**config.mk**
```make
export PLATFORM = sky130hd
export DESIGN_NAME = task_block_pool_allocator_unit
export DESIGN_NICKNAME = d
export VERILOG_FILES = /design/src/rtl/tbpa_pkg.sv /design/src/rtl/task_block_pool_allocator_unit.sv /design/src/rtl/tbpa_lifo_mem.sv
export VERILOG_INCLUDE_DIRS = /design/src /design/src/rtl
export SDC_FILE = /design/constraint.sdc
export NUM_CORES = 1
export LEC_CHECK = 0
export ABC_AREA = 1
export BUFFER_PORTS_ARGS = -buffer_cell sky130_fd_sc_hd__buf_2
export CORE_ASPECT_RATIO = 2
export CORE_MARGIN = 2
export CORE_UTILIZATION = 45
export DETAILED_ROUTE_END_ITERATION = 6
export PLACE_DENSITY_LB_ADDON = 0.2
export SLEW_MARGIN = 40
export SYNTH_ARGS = -nofsm -noshare
export SYNTH_HDL_FRONTEND = slang
export SYNTH_SLANG_ARGS = --single-unit
```
**constraint.sdc**
```tcl
create_clock -name i_clk -period 5.45 [get_ports i_clk]
set_clock_uncertainty 0.05 [all_clocks]
set_input_delay 0.8175 -clock i_clk [delete_from_list [all_inputs] [get_ports i_clk]]
set_output_delay 0.8175 -clock i_clk [all_outputs]
set_load 0.05 [all_outputs]
```
**src/rtl/task_block_pool_allocator_unit_assert.svh**
```systemverilog
// Assertion macros shared by the task block pool allocator RTL.
`ifndef TASK_BLOCK_POOL_ALLOCATOR_UNIT_ASSERT_SVH
`define TASK_BLOCK_POOL_ALLOCATOR_UNIT_ASSERT_SVH

// The consequent must hold in the same cycle as the antecedent.
`define TBPA_ASSERT_SAME(lbl, clk, rst_n, ante, cons) \
    lbl: assert property (@(posedge clk) disable iff (!rst_n) (ante) |-> (cons)) \
        else $error("task block pool allocator assertion failed");

// The consequent must hold in the cycle after the antecedent.
`define TBPA_ASSERT_NEXT(lbl, clk, rst_n, ante, cons) \
    lbl: assert property (@(posedge clk) disable iff (!rst_n) (ante) |=> (cons)) \
        else $error("task block pool allocator assertion failed");

`endif

```
**src/rtl/tbpa_pkg.sv**
```systemverilog
// Types, constants and codes of the task block pool allocator.
package tbpa_pkg;

    localparam int POOL_BLOCKS = 32;
    localparam int ID_W        = $clog2(POOL_BLOCKS);
    localparam int CNT_W       = ID_W + 1;

    typedef logic [ID_W-1:0]  t_id;
    typedef logic [CNT_W-1:0] t_cnt;

    // Pool size as a count; also the null marker of the critical list.
    localparam t_cnt POOL_CNT = t_cnt'(POOL_BLOCKS);
    localparam t_cnt NULL_IDX = t_cnt'(POOL_BLOCKS);

    localparam logic [1:0] CMD_ALLOC = 2'd0;
    localparam logic [1:0] CMD_FREE  = 2'd1;
    localparam logic [1:0] CMD_QUERY = 2'd2;

    localparam logic [1:0] RC_OK        = 2'd0;
    localparam logic [1:0] RC_EMPTY     = 2'd1;
    localparam logic [1:0] RC_FULL      = 2'd2;
    localparam logic [1:0] RC_NOT_ALLOC = 2'd3;

    localparam logic [2:0] ST_FREE      = 3'd0;
    localparam logic [2:0] ST_ALLOCATED = 3'd1;

    // Criticality strictly above this level marks a critical task.
    localparam logic [1:0] CRIT_THRESH = 2'd1;

    typedef struct packed {
        logic [1:0] command;
        logic [1:0] job_kind;
        logic [1:0] crit_lvl;
        logic [4:0] blk_id;
    } t_in;

    typedef struct packed {
        logic [1:0] result_code;
        logic [4:0] granted_id;
        logic [2:0] block_state;
        logic [5:0] free_blocks;
        logic [5:0] critical_tasks;
    } t_out;

    typedef struct packed {
        logic [1:0] job;
        logic [2:0] status;
        logic [1:0] crit;
    } t_blk;

    typedef struct packed {
        t_id  blk;
        t_cnt nxt;
    } t_ce;

    typedef struct packed {
        logic en;
        t_id  addr;
        t_id  data;
    } t_lifo_wr;

    typedef enum logic [2:0] {
        S_IDLE,
        S_READ,
        S_EXEC,
        S_WALK,
        S_UNLINK,
        S_RESP
    } t_state;

endpackage

```
**src/rtl/task_block_pool_allocator_unit.sv**
```systemverilog
// An accepted command passes through the read, execute and response states; a critical free
// also walks the critical list one entry per cycle through the list memory's read port and
// unlinks a matching entry. o_stall holds off the next command until the response is loaded.
// A result waiting in the output register does not block the next input transfer.
// Synchronous active-low reset: pool full, stacks hold their indexes, list empty.
module task_block_pool_allocator_unit (
    input  logic           i_clk,
    input  logic           i_rst_n,
    input  logic           i_valid,
    output logic           o_stall,
    input  tbpa_pkg::t_in  i_data,
    output logic           o_valid,
    input  logic           i_stall,
    output tbpa_pkg::t_out o_data
);

    tbpa_pkg::t_state r_state, n_state;
    tbpa_pkg::t_in    r_req;
    tbpa_pkg::t_cnt   r_free_count, n_free_count;
    tbpa_pkg::t_cnt   r_cfree_count, n_cfree_count;
    tbpa_pkg::t_cnt   r_crit_count, n_crit_count;
    tbpa_pkg::t_cnt   r_head, n_head;
    tbpa_pkg::t_cnt   r_prev, n_prev;
    tbpa_pkg::t_id    r_cur, n_cur;
    tbpa_pkg::t_id    r_prev_blk, n_prev_blk;
    tbpa_pkg::t_cnt   r_steps, n_steps;
    logic [1:0]       r_rc, n_rc;
    tbpa_pkg::t_id    r_gid, n_gid;
    logic [2:0]       r_st, n_st;
    logic             r_out_valid, n_out_valid;
    tbpa_pkg::t_out   r_out;

    tbpa_pkg::t_blk                   r_blk_mem [tbpa_pkg::POOL_BLOCKS];
    logic [tbpa_pkg::POOL_BLOCKS-1:0] r_blk_vld;
    tbpa_pkg::t_blk                   r_blk_q;
    tbpa_pkg::t_ce                    r_ce_mem [tbpa_pkg::POOL_BLOCKS];
    tbpa_pkg::t_ce                    r_ce_q;

    logic               accept;
    logic               load;
    logic               blk_rd_en;
    logic               blk_wr_en;
    tbpa_pkg::t_id      blk_wr_addr;
    tbpa_pkg::t_blk     blk_wr_data;
    logic               ce_rd_en;
    tbpa_pkg::t_id      ce_rd_addr;
    logic               ce_wr_en;
    tbpa_pkg::t_id      ce_wr_addr;
    tbpa_pkg::t_ce      ce_wr_data;
    logic               fs_rd_en;
    tbpa_pkg::t_id      fs_rd_addr;
    tbpa_pkg::t_id      fs_q;
    tbpa_pkg::t_lifo_wr fs_wr;
    logic               cfs_rd_en;
    tbpa_pkg::t_id      cfs_rd_addr;
    tbpa_pkg::t_id      cfs_q;
    tbpa_pkg::t_lifo_wr cfs_wr;
    tbpa_pkg::t_cnt     step;

    assign o_stall = (r_state != tbpa_pkg::S_IDLE);
    assign accept  = i_valid && !o_stall;
    assign o_valid = r_out_valid;
    assign o_data  = r_out;
    assign step    = r_steps + 1'b1;

    // Block id free stack and critical list entry free stack.
    tbpa_lifo_mem u_free_stack (
        .i_clk     (i_clk),
        .i_rst_n   (i_rst_n),
        .i_rd_en   (fs_rd_en),
        .i_rd_addr (fs_rd_addr),
        .o_rd_data (fs_q),
        .i_wr      (fs_wr)
    );

    tbpa_lifo_mem u_crit_free_stack (
        .i_clk     (i_clk),
        .i_rst_n   (i_rst_n),
        .i_rd_en   (cfs_rd_en),
        .i_rd_addr (cfs_rd_addr),
        .o_rd_data (cfs_q),
        .i_wr      (cfs_wr)
    );

    // Block descriptor memory; an entry never written reads as all zero.
    always_ff @(posedge i_clk) begin
        if (!i_rst_n) begin
            r_blk_vld <= '0;
        end else if (blk_wr_en) begin
            r_blk_vld[blk_wr_addr] <= 1'b1;
        end
    end

    always_ff @(posedge i_clk) begin
        if (blk_wr_en) begin
            r_blk_mem[blk_wr_addr] <= blk_wr_data;
        end
        if (blk_rd_en) begin
            r_blk_q <= r_blk_vld[r_req.blk_id] ? r_blk_mem[r_req.blk_id] : '0;
        end
    end

    // Critical list entry memory.
    always_ff @(posedge i_clk) begin
        if (ce_wr_en) begin
            r_ce_mem[ce_wr_addr] <= ce_wr_data;
        end
        if (ce_rd_en) begin
            r_ce_q <= r_ce_mem[ce_rd_addr];
        end
    end

    always_comb begin
        n_state       = r_state;
        n_free_count  = r_free_count;
        n_cfree_count = r_cfree_count;
        n_crit_count  = r_crit_count;
        n_head        = r_head;
        n_prev        = r_prev;
        n_cur         = r_cur;
        n_prev_blk    = r_prev_blk;
        n_steps       = r_steps;
        n_rc          = r_rc;
        n_gid         = r_gid;
        n_st          = r_st;
        load          = 1'b0;
        blk_rd_en     = 1'b0;
        blk_wr_en     = 1'b0;
        blk_wr_addr   = r_req.blk_id;
        blk_wr_data   = '0;
        ce_rd_en      = 1'b0;
        ce_rd_addr    = r_cur;
        ce_wr_en      = 1'b0;
        ce_wr_addr    = r_cur;
        ce_wr_data    = '0;
        fs_rd_en      = 1'b0;
        fs_rd_addr    = tbpa_pkg::t_id'(r_free_count - 1'b1);
        fs_wr         = '0;
        cfs_rd_en     = 1'b0;
        cfs_rd_addr   = tbpa_pkg::t_id'(r_cfree_count - 1'b1);
        cfs_wr        = '0;

        case (r_state)
            tbpa_pkg::S_IDLE: begin
                if (accept) begin
                    n_state = tbpa_pkg::S_READ;
                end
            end

            tbpa_pkg::S_READ: begin
                blk_rd_en = 1'b1;
                fs_rd_en  = 1'b1;
                cfs_rd_en = 1'b1;
                n_state   = tbpa_pkg::S_EXEC;
            end

            tbpa_pkg::S_EXEC: begin
                n_rc    = tbpa_pkg::RC_OK;
                n_gid   = r_req.blk_id;
                n_st    = tbpa_pkg::ST_FREE;
                n_state = tbpa_pkg::S_RESP;
                case (r_req.command)
                    tbpa_pkg::CMD_ALLOC: begin
                        if (r_free_count == '0) begin
                            n_rc  = tbpa_pkg::RC_EMPTY;
                            n_gid = '0;
                        end else begin
                            n_free_count = r_free_count - 1'b1;
                            blk_wr_en    = 1'b1;
                            blk_wr_addr  = fs_q;
                            blk_wr_data  = '{job:    r_req.job_kind,
                                             status: tbpa_pkg::ST_ALLOCATED,
                                             crit:   r_req.crit_lvl};
                            if (r_req.crit_lvl > tbpa_pkg::CRIT_THRESH &&
                                r_cfree_count != '0) begin
                                ce_wr_en      = 1'b1;
                                ce_wr_addr    = cfs_q;
                                ce_wr_data    = '{blk: fs_q, nxt: r_head};
                                n_head        = {1'b0, cfs_q};
                                n_cfree_count = r_cfree_count - 1'b1;
                                n_crit_count  = r_crit_count + 1'b1;
                            end
                            n_gid = fs_q;
                            n_st  = tbpa_pkg::ST_ALLOCATED;
                        end
                    end

                    tbpa_pkg::CMD_FREE: begin
                        // Every 5-bit id lies inside the pool, so no range check is needed.
                        if (r_free_count >= tbpa_pkg::POOL_CNT) begin
                            n_rc = tbpa_pkg::RC_FULL;
                            n_st = r_blk_q.status;
                        end else if (r_blk_q.status == tbpa_pkg::ST_FREE) begin
                            n_rc = tbpa_pkg::RC_NOT_ALLOC;
                        end else begin
                            fs_wr.en     = 1'b1;
                            fs_wr.addr   = tbpa_pkg::t_id'(r_free_count);
                            fs_wr.data   = r_req.blk_id;
                            n_free_count = r_free_count + 1'b1;
                            blk_wr_en    = 1'b1;
                            if (r_blk_q.crit > tbpa_pkg::CRIT_THRESH &&
                                r_head < tbpa_pkg::NULL_IDX) begin
                                ce_rd_en   = 1'b1;
                                ce_rd_addr = tbpa_pkg::t_id'(r_head);
                                n_cur      = tbpa_pkg::t_id'(r_head);
                                n_prev     = tbpa_pkg::NULL_IDX;
                                n_steps    = '0;
                                n_state    = tbpa_pkg::S_WALK;
                            end
                        end
                    end

                    default: begin
                        n_st = r_blk_q.status;
                    end
                endcase
            end

            tbpa_pkg::S_WALK: begin
                if (r_ce_q.blk == r_req.blk_id) begin
                    // Unlink the entry from its predecessor or from the head.
                    if (r_prev >= tbpa_pkg::NULL_IDX) begin
                        n_head = r_ce_q.nxt;
                    end else begin
                        ce_wr_en   = 1'b1;
                        ce_wr_addr = tbpa_pkg::t_id'(r_prev);
                        ce_wr_data = '{blk: r_prev_blk, nxt: r_ce_q.nxt};
                    end
                    if (r_cfree_count < tbpa_pkg::POOL_CNT) begin
                        cfs_wr.en     = 1'b1;
                        cfs_wr.addr   = tbpa_pkg::t_id'(r_cfree_count);
                        cfs_wr.data   = r_cur;
                        n_cfree_count = r_cfree_count + 1'b1;
                    end
                    if (r_crit_count != '0) begin
                        n_crit_count = r_crit_count - 1'b1;
                    end
                    n_state = tbpa_pkg::S_UNLINK;
                end else if (r_ce_q.nxt >= tbpa_pkg::NULL_IDX ||
                             step >= tbpa_pkg::POOL_CNT) begin
                    // End of list or walk bound reached: the block stays freed.
                    n_state = tbpa_pkg::S_RESP;
                end else begin
                    ce_rd_en   = 1'b1;
                    ce_rd_addr = tbpa_pkg::t_id'(r_ce_q.nxt);
                    n_cur      = tbpa_pkg::t_id'(r_ce_q.nxt);
                    n_prev     = {1'b0, r_cur};
                    n_prev_blk = r_ce_q.blk;
                    n_steps    = step;
                end
            end

            tbpa_pkg::S_UNLINK: begin
                ce_wr_en   = 1'b1;
                ce_wr_addr = r_cur;
                ce_wr_data = '{blk: '0, nxt: tbpa_pkg::NULL_IDX};
                n_state    = tbpa_pkg::S_RESP;
            end

            tbpa_pkg::S_RESP: begin
                if (!r_out_valid || !i_stall) begin
                    load    = 1'b1;
                    n_state = tbpa_pkg::S_IDLE;
                end
            end

            default: begin
                n_state = tbpa_pkg::S_IDLE;
            end
        endcase

        n_out_valid = (r_out_valid && i_stall) || load;
    end

    always_ff @(posedge i_clk) begin
        if (!i_rst_n) begin
            r_state       <= tbpa_pkg::S_IDLE;
            r_free_count  <= tbpa_pkg::POOL_CNT;
            r_cfree_count <= tbpa_pkg::POOL_CNT;
            r_crit_count  <= '0;
            r_head        <= tbpa_pkg::NULL_IDX;
            r_out_valid   <= 1'b0;
        end else begin
            r_state       <= n_state;
            r_free_count  <= n_free_count;
            r_cfree_count <= n_cfree_count;
            r_crit_count  <= n_crit_count;
            r_head        <= n_head;
            r_out_valid   <= n_out_valid;
        end
    end

    always_ff @(posedge i_clk) begin
        if (accept) begin
            r_req <= i_data;
        end
        r_prev     <= n_prev;
        r_cur      <= n_cur;
        r_prev_blk <= n_prev_blk;
        r_steps    <= n_steps;
        r_rc       <= n_rc;
        r_gid      <= n_gid;
        r_st       <= n_st;
        if (load) begin
            r_out <= '{result_code:    r_rc,
                       granted_id:     r_gid,
                       block_state:    r_st,
                       free_blocks:    r_free_count,
                       critical_tasks: r_crit_count};
        end
    end

`include "task_block_pool_allocator_unit_assert.svh"

    `TBPA_ASSERT_SAME(a_free_count_bound, i_clk, i_rst_n, 1'b1, r_free_count <= tbpa_pkg::POOL_CNT)
    `TBPA_ASSERT_SAME(a_crit_entries_balance, i_clk, i_rst_n, 1'b1, r_crit_count == tbpa_pkg::POOL_CNT - r_cfree_count)
    `TBPA_ASSERT_SAME(a_walk_bounded, i_clk, i_rst_n, r_state == tbpa_pkg::S_WALK, r_steps < tbpa_pkg::POOL_CNT)
    `TBPA_ASSERT_NEXT(a_accept_starts_read, i_clk, i_rst_n, accept, r_state == tbpa_pkg::S_READ)

endmodule

```
**src/rtl/tbpa_lifo_mem.sv**
```systemverilog
// Id stack memory whose entries read as their own index until first written.
module tbpa_lifo_mem (
    input  logic               i_clk,
    input  logic               i_rst_n,
    input  logic               i_rd_en,
    input  tbpa_pkg::t_id      i_rd_addr,
    output tbpa_pkg::t_id      o_rd_data,
    input  tbpa_pkg::t_lifo_wr i_wr
);

    tbpa_pkg::t_id                     r_mem [tbpa_pkg::POOL_BLOCKS];
    logic [tbpa_pkg::POOL_BLOCKS-1:0]  r_vld;
    tbpa_pkg::t_id                     r_q;

    always_ff @(posedge i_clk) begin
        if (!i_rst_n) begin
            r_vld <= '0;
        end else if (i_wr.en) begin
            r_vld[i_wr.addr] <= 1'b1;
        end
    end

    always_ff @(posedge i_clk) begin
        if (i_wr.en) begin
            r_mem[i_wr.addr] <= i_wr.data;
        end
    end

    always_ff @(posedge i_clk) begin
        if (i_rd_en) begin
            r_q <= r_vld[i_rd_addr] ? r_mem[i_rd_addr] : i_rd_addr;
        end
    end

    assign o_rd_data = r_q;

endmodule

```
==> summary.md <==
The cell area after layout was 44300 sq um. The floorplan core area was 87700 sq um; the routed wire length was 99400 um. For the final routed database, the setup TNS stands at 0 ps. The longest clock path from root to sink contains 3 buffers. The power share of the clock group is 0.313, and the core utilization of the finished layout is 0.505.

The measured slew at the worst slew-check pin was 796 ps; the post-synthesis sequential element count was 941. Minimum period implied by the final worst setup slack: 4320 ps. At the worst endpoint, the required time is 5910 ps. The top-level port count is 39. The standard cell area after detailed placement is 41500 sq um, and the number of failing hold endpoints at the final stage is 0. Total power per unit cell area: 430 nW/um^2.

STA classifies the critical path endpoint as a flop. Setup slack after layout: 1130 ps. The tools report the clock latency reported for the late side of the worst-skew pair as 670 ps.

STA classifies the critical path startpoint as a flop. Yosys mapped a number of flops with a built-in enable equal to 812. The floorplan step set the die height to 424 um.

Buffer cell driving the clock tree root: sky130_fd_sc_hd__clkbuf_16. The tools report the number of remaining DRC errors as 0. Measured along the x axis, the die boundary spans 214 um. For the final net count, the log shows 3685. The tools report the sequential share of power as 0.431. The non-filler instance count after layout is 4899. The detail route stage leaves a number of antenna-violating nets equal to 0. The number of gates resized after CTS was 0.

The via-per-instance ratio came out at 5.52. The net switching fraction of the power came out at 0.332. On the final layout, the worst hold slack is 277 ps.

The overall routing resource usage is 0.220, and the synthesis-to-layout area growth is 11.5%. In this run the static leakage power is 16.0 nW. At the worst endpoint, the arrival time is 4780 ps.

For this run, the detailed router's first-pass iteration total came to 6. Count of final max-slew check failures: 0. TritonCTS built the clock tree.

The tree built by TritonCTS fans out to 941 sinks. After clock tree synthesis, the flow added hold-fix buffers numbering 0. The flow ran to the end, and the final reports show no timing, DRC or antenna violations. After clock tree synthesis, the clock-pin slew on the worst setup and hold paths is 70 ps. The number of antenna violations at the first check in global routing is 0, and the H-tree depth is 3.

The cell count after synthesis came out at 3661. The initialized floorplan defines 154 standard-cell rows. The run gives 1090 ps as the setup slack after placement. Summing internal, switching and leakage power gives 19.0 mW. The congestion estimate from routability-driven global placement came to 0.857. The tools report the HPWL after detailed placement as 60200 um. Setup repair after global routing left no endpoint under its margin.

The portion of the clock cycle consumed by the worst path in the final layout is 0.793, and the design internal power is 12.7 mW. The maximum fanout encountered on the critical timing path was 76. The tools report the setup fix buffers added after clock tree synthesis as 0.

The prevailing post-synth register cell was sky130_fd_sc_hd__edfxtp_1. The critical path is of the flop to flop type. For this run the aggregate overflow at the end of global routing stands at 0. The analysis attributes to net switching a power of 6.31 mW. The largest voltage drop on the vdd net is 347 uV, and the number of port buffers is 33. For the combinational power share, the log shows 0.256.

The register area share after synthesis is 0.679, and the number of fill cells in the layout is 7768. The fraction of final layout cells with drive strength greater than 1 is 0.0864. The number of DRC violations after detailed-routing iteration 0 came out at 2533.

The summed instance area of the synthesized netlist is 39700 sq um, and the pin count of the biggest net entering global routing is 143. The tools report the number of warnings reported in the yosys synthesis log as 0. A synthesized cell averages 10.8 sq um.

The final route contains 27000 vias. The first global-routing pass estimated 155000 um of wire. The count of maximum capacitance violations is 0, and the maximum clock frequency is 231 MHz.

The tools report the die area as 90800 sq um. The worst hold path class is input port to flop. The number of different library cells used by synthesis comes to 51. The worst slew margin relative to its limit came out at 0.469.

Clock buffer count from CTS: 82. Setup violations remaining at the end of the flow were counted as 0. Effective utilization at floorplan: 0.453. The routed length per instance is 20.3 um.

The share of async-settable or async-resettable flops after synthesis is 0, and the number of global-route vias before repair is 26500. The number of placed instances with taps included is 4744.
## worst paths after layout
path	cells past startpoint	end	start	slack [ps]
worst max-delay path	19	r_ce_q[9]	r_req[1]	1130
worst min-delay path	1	r_req[0]	i_data[0]	280
worst min register to register	1	u_free_stack.r_vld[30]	u_free_stack.r_vld[30]	410
worst max register to register	19	r_ce_q[9]	r_req[1]	1130
## sequential cells by signal, summed over array words and instances (netlist names), 3 cells and up
name	count
u_crit_free_stack.r_vld	32
r_head	6
u_free_stack.r_vld	32
r_gid	5
r_cfree_count	6
r_ce_mem	352
r_prev_blk	5
o_data	20
r_ce_q	11
u_crit_free_stack.o_rd_data	5
u_free_stack.o_rd_data	5
r_prev	6
r_blk_mem	64
r_req	8
r_blk_vld	32
u_free_stack.r_mem	160
r_free_count	6
r_state	3
r_steps	6
u_crit_free_stack.r_mem	160
r_cur	5
r_crit_count	6
## cell type report
class,instances,area [sq um],area share
multi-input combinational,2262,11100,0.250
antenna,1,2.50,0.0000565
clock buffer,118,2370,0.0536
tap,1170,1460,0.0331
timing repair buffer,129,1070,0.0243
sequential,941,27000,0.609
clock inverter,36,365,0.00826
inverter,242,916,0.0207
## worst max-delay path: stages (launching register included)
cell and delay, ps:
sky130_fd_sc_hd__edfxtp_1 620, sky130_fd_sc_hd__buf_4 290, sky130_fd_sc_hd__nand2_1 70, sky130_fd_sc_hd__nand2_1 50, sky130_fd_sc_hd__nor2_1 110, sky130_fd_sc_hd__nand3_2 260, sky130_fd_sc_hd__nand2_1 180, sky130_fd_sc_hd__inv_2 70
sky130_fd_sc_hd__nand2_4 90, sky130_fd_sc_hd__nand3_4 410, sky130_fd_sc_hd__nand2_8 640, sky130_fd_sc_hd__buf_12 330, sky130_fd_sc_hd__nand2_1 80, sky130_fd_sc_hd__nand2_1 70, sky130_fd_sc_hd__nand2_1 60, sky130_fd_sc_hd__nand3_1 100
sky130_fd_sc_hd__nand3_1 170, sky130_fd_sc_hd__nand2_1 180, sky130_fd_sc_hd__nand2_1 70, sky130_fd_sc_hd__nand2_1 150
## cells by family after synthesis
kind of cell / share of synthesized area
fa+ha+maj: 0.00397
simple gates: 0.177
buf+inv: 0.0477
other cells: 0.0000945
compound gates: 0.0889
flops: 0.679
xor+xnor: 0.00287
## placed cells by master, fill, tap and decap left out, types with 5 or more instances in the layout
cell / count
sky130_fd_sc_hd__nor2_4: 8
sky130_fd_sc_hd__edfxtp_1: 812
sky130_fd_sc_hd__inv_2: 23
sky130_fd_sc_hd__clkbuf_1: 23
sky130_fd_sc_hd__o21ai_1: 6
sky130_fd_sc_hd__clkinv_2: 10
sky130_fd_sc_hd__buf_8: 9
sky130_fd_sc_hd__nor2_1: 543
sky130_fd_sc_hd__nand3_1: 365
sky130_fd_sc_hd__nand2_1: 614
sky130_fd_sc_hd__clkbuf_16: 87
sky130_fd_sc_hd__clkinv_1: 12
sky130_fd_sc_hd__o21a_1: 43
sky130_fd_sc_hd__nand3b_1: 78
sky130_fd_sc_hd__buf_4: 77
sky130_fd_sc_hd__buf_2: 33
sky130_fd_sc_hd__bufinv_16: 6
sky130_fd_sc_hd__inv_1: 215
sky130_fd_sc_hd__nor2_2: 10
sky130_fd_sc_hd__a221o_1: 5
sky130_fd_sc_hd__dfxtp_1: 127
sky130_fd_sc_hd__o21ai_0: 281
sky130_fd_sc_hd__o22ai_4: 5
sky130_fd_sc_hd__o311ai_0: 7
sky130_fd_sc_hd__a21oi_1: 73
sky130_fd_sc_hd__xor2_1: 8
sky130_fd_sc_hd__a31oi_1: 6
sky130_fd_sc_hd__o221ai_1: 45
sky130_fd_sc_hd__clkbuf_8: 8
sky130_fd_sc_hd__o211ai_1: 27
sky130_fd_sc_hd__ha_1: 11
sky130_fd_sc_hd__nor3_1: 10
sky130_fd_sc_hd__o22ai_1: 66
## power by group through the flow
| stage | clock network (mW) | registers [mW] | logic, mW |
|---|---|---|---|
| after floorplan | 0 | 8.35 | 3.20 |
| final | 5.95 | 8.21 | 4.86 |
| after global placement | 0 | 8.36 | 4.78 |
| after global routing | 6.32 | 8.22 | 5.35 |
| after detailed placement | 0 | 8.36 | 4.83 |
| after CTS | 6.07 | 8.20 | 4.84 |
## per-layer routing
layer,GRT usage,part of all wire
met5,0,0
met4,0.0984,0.037
met3,0.0244,0.052
met2,0.364,0.49
met1,0.293,0.42
## synthesized netlist by cell type (3+ instances only)
cell type	number	share of area
sky130_fd_sc_hd__inv_2	21	0.0020
sky130_fd_sc_hd__nor2_4	4	0.0011
sky130_fd_sc_hd__o21a_1	43	0.0081
sky130_fd_sc_hd__o22ai_1	71	0.011
sky130_fd_sc_hd__buf_1	8	0.00076
sky130_fd_sc_hd__o211ai_1	27	0.0051
sky130_fd_sc_hd__edfxtp_1	812	0.61
sky130_fd_sc_hd__nor3_1	12	0.0015
sky130_fd_sc_hd__a221o_1	5	0.0013
sky130_fd_sc_hd__o221ai_1	46	0.010
sky130_fd_sc_hd__nand2_2	4	0.00063
sky130_fd_sc_hd__a221oi_1	4	0.00088
sky130_fd_sc_hd__nand2_1	614	0.058
sky130_fd_sc_hd__xnor2_1	5	0.0011
sky130_fd_sc_hd__clkinv_1	3	0.00028
sky130_fd_sc_hd__a211oi_1	4	0.00076
sky130_fd_sc_hd__nand3b_1	78	0.015
sky130_fd_sc_hd__buf_4	21	0.0040
sky130_fd_sc_hd__o21ai_0	285	0.036
sky130_fd_sc_hd__o311ai_0	7	0.0015
sky130_fd_sc_hd__o31ai_1	4	0.00076
sky130_fd_sc_hd__a32o_1	3	0.00076
sky130_fd_sc_hd__nor2_1	555	0.052
sky130_fd_sc_hd__a21oi_1	74	0.0093
sky130_fd_sc_hd__dfxtp_1	129	0.065
sky130_fd_sc_hd__buf_2	61	0.0077
sky130_fd_sc_hd__inv_1	218	0.021
sky130_fd_sc_hd__xor2_1	8	0.0018
sky130_fd_sc_hd__clkbuf_1	125	0.012
sky130_fd_sc_hd__o21ai_1	6	0.00076
sky130_fd_sc_hd__a31oi_1	6	0.00095
sky130_fd_sc_hd__ha_1	11	0.0035
sky130_fd_sc_hd__nand3_1	365	0.046
Power figures use the tool's default switching activity.
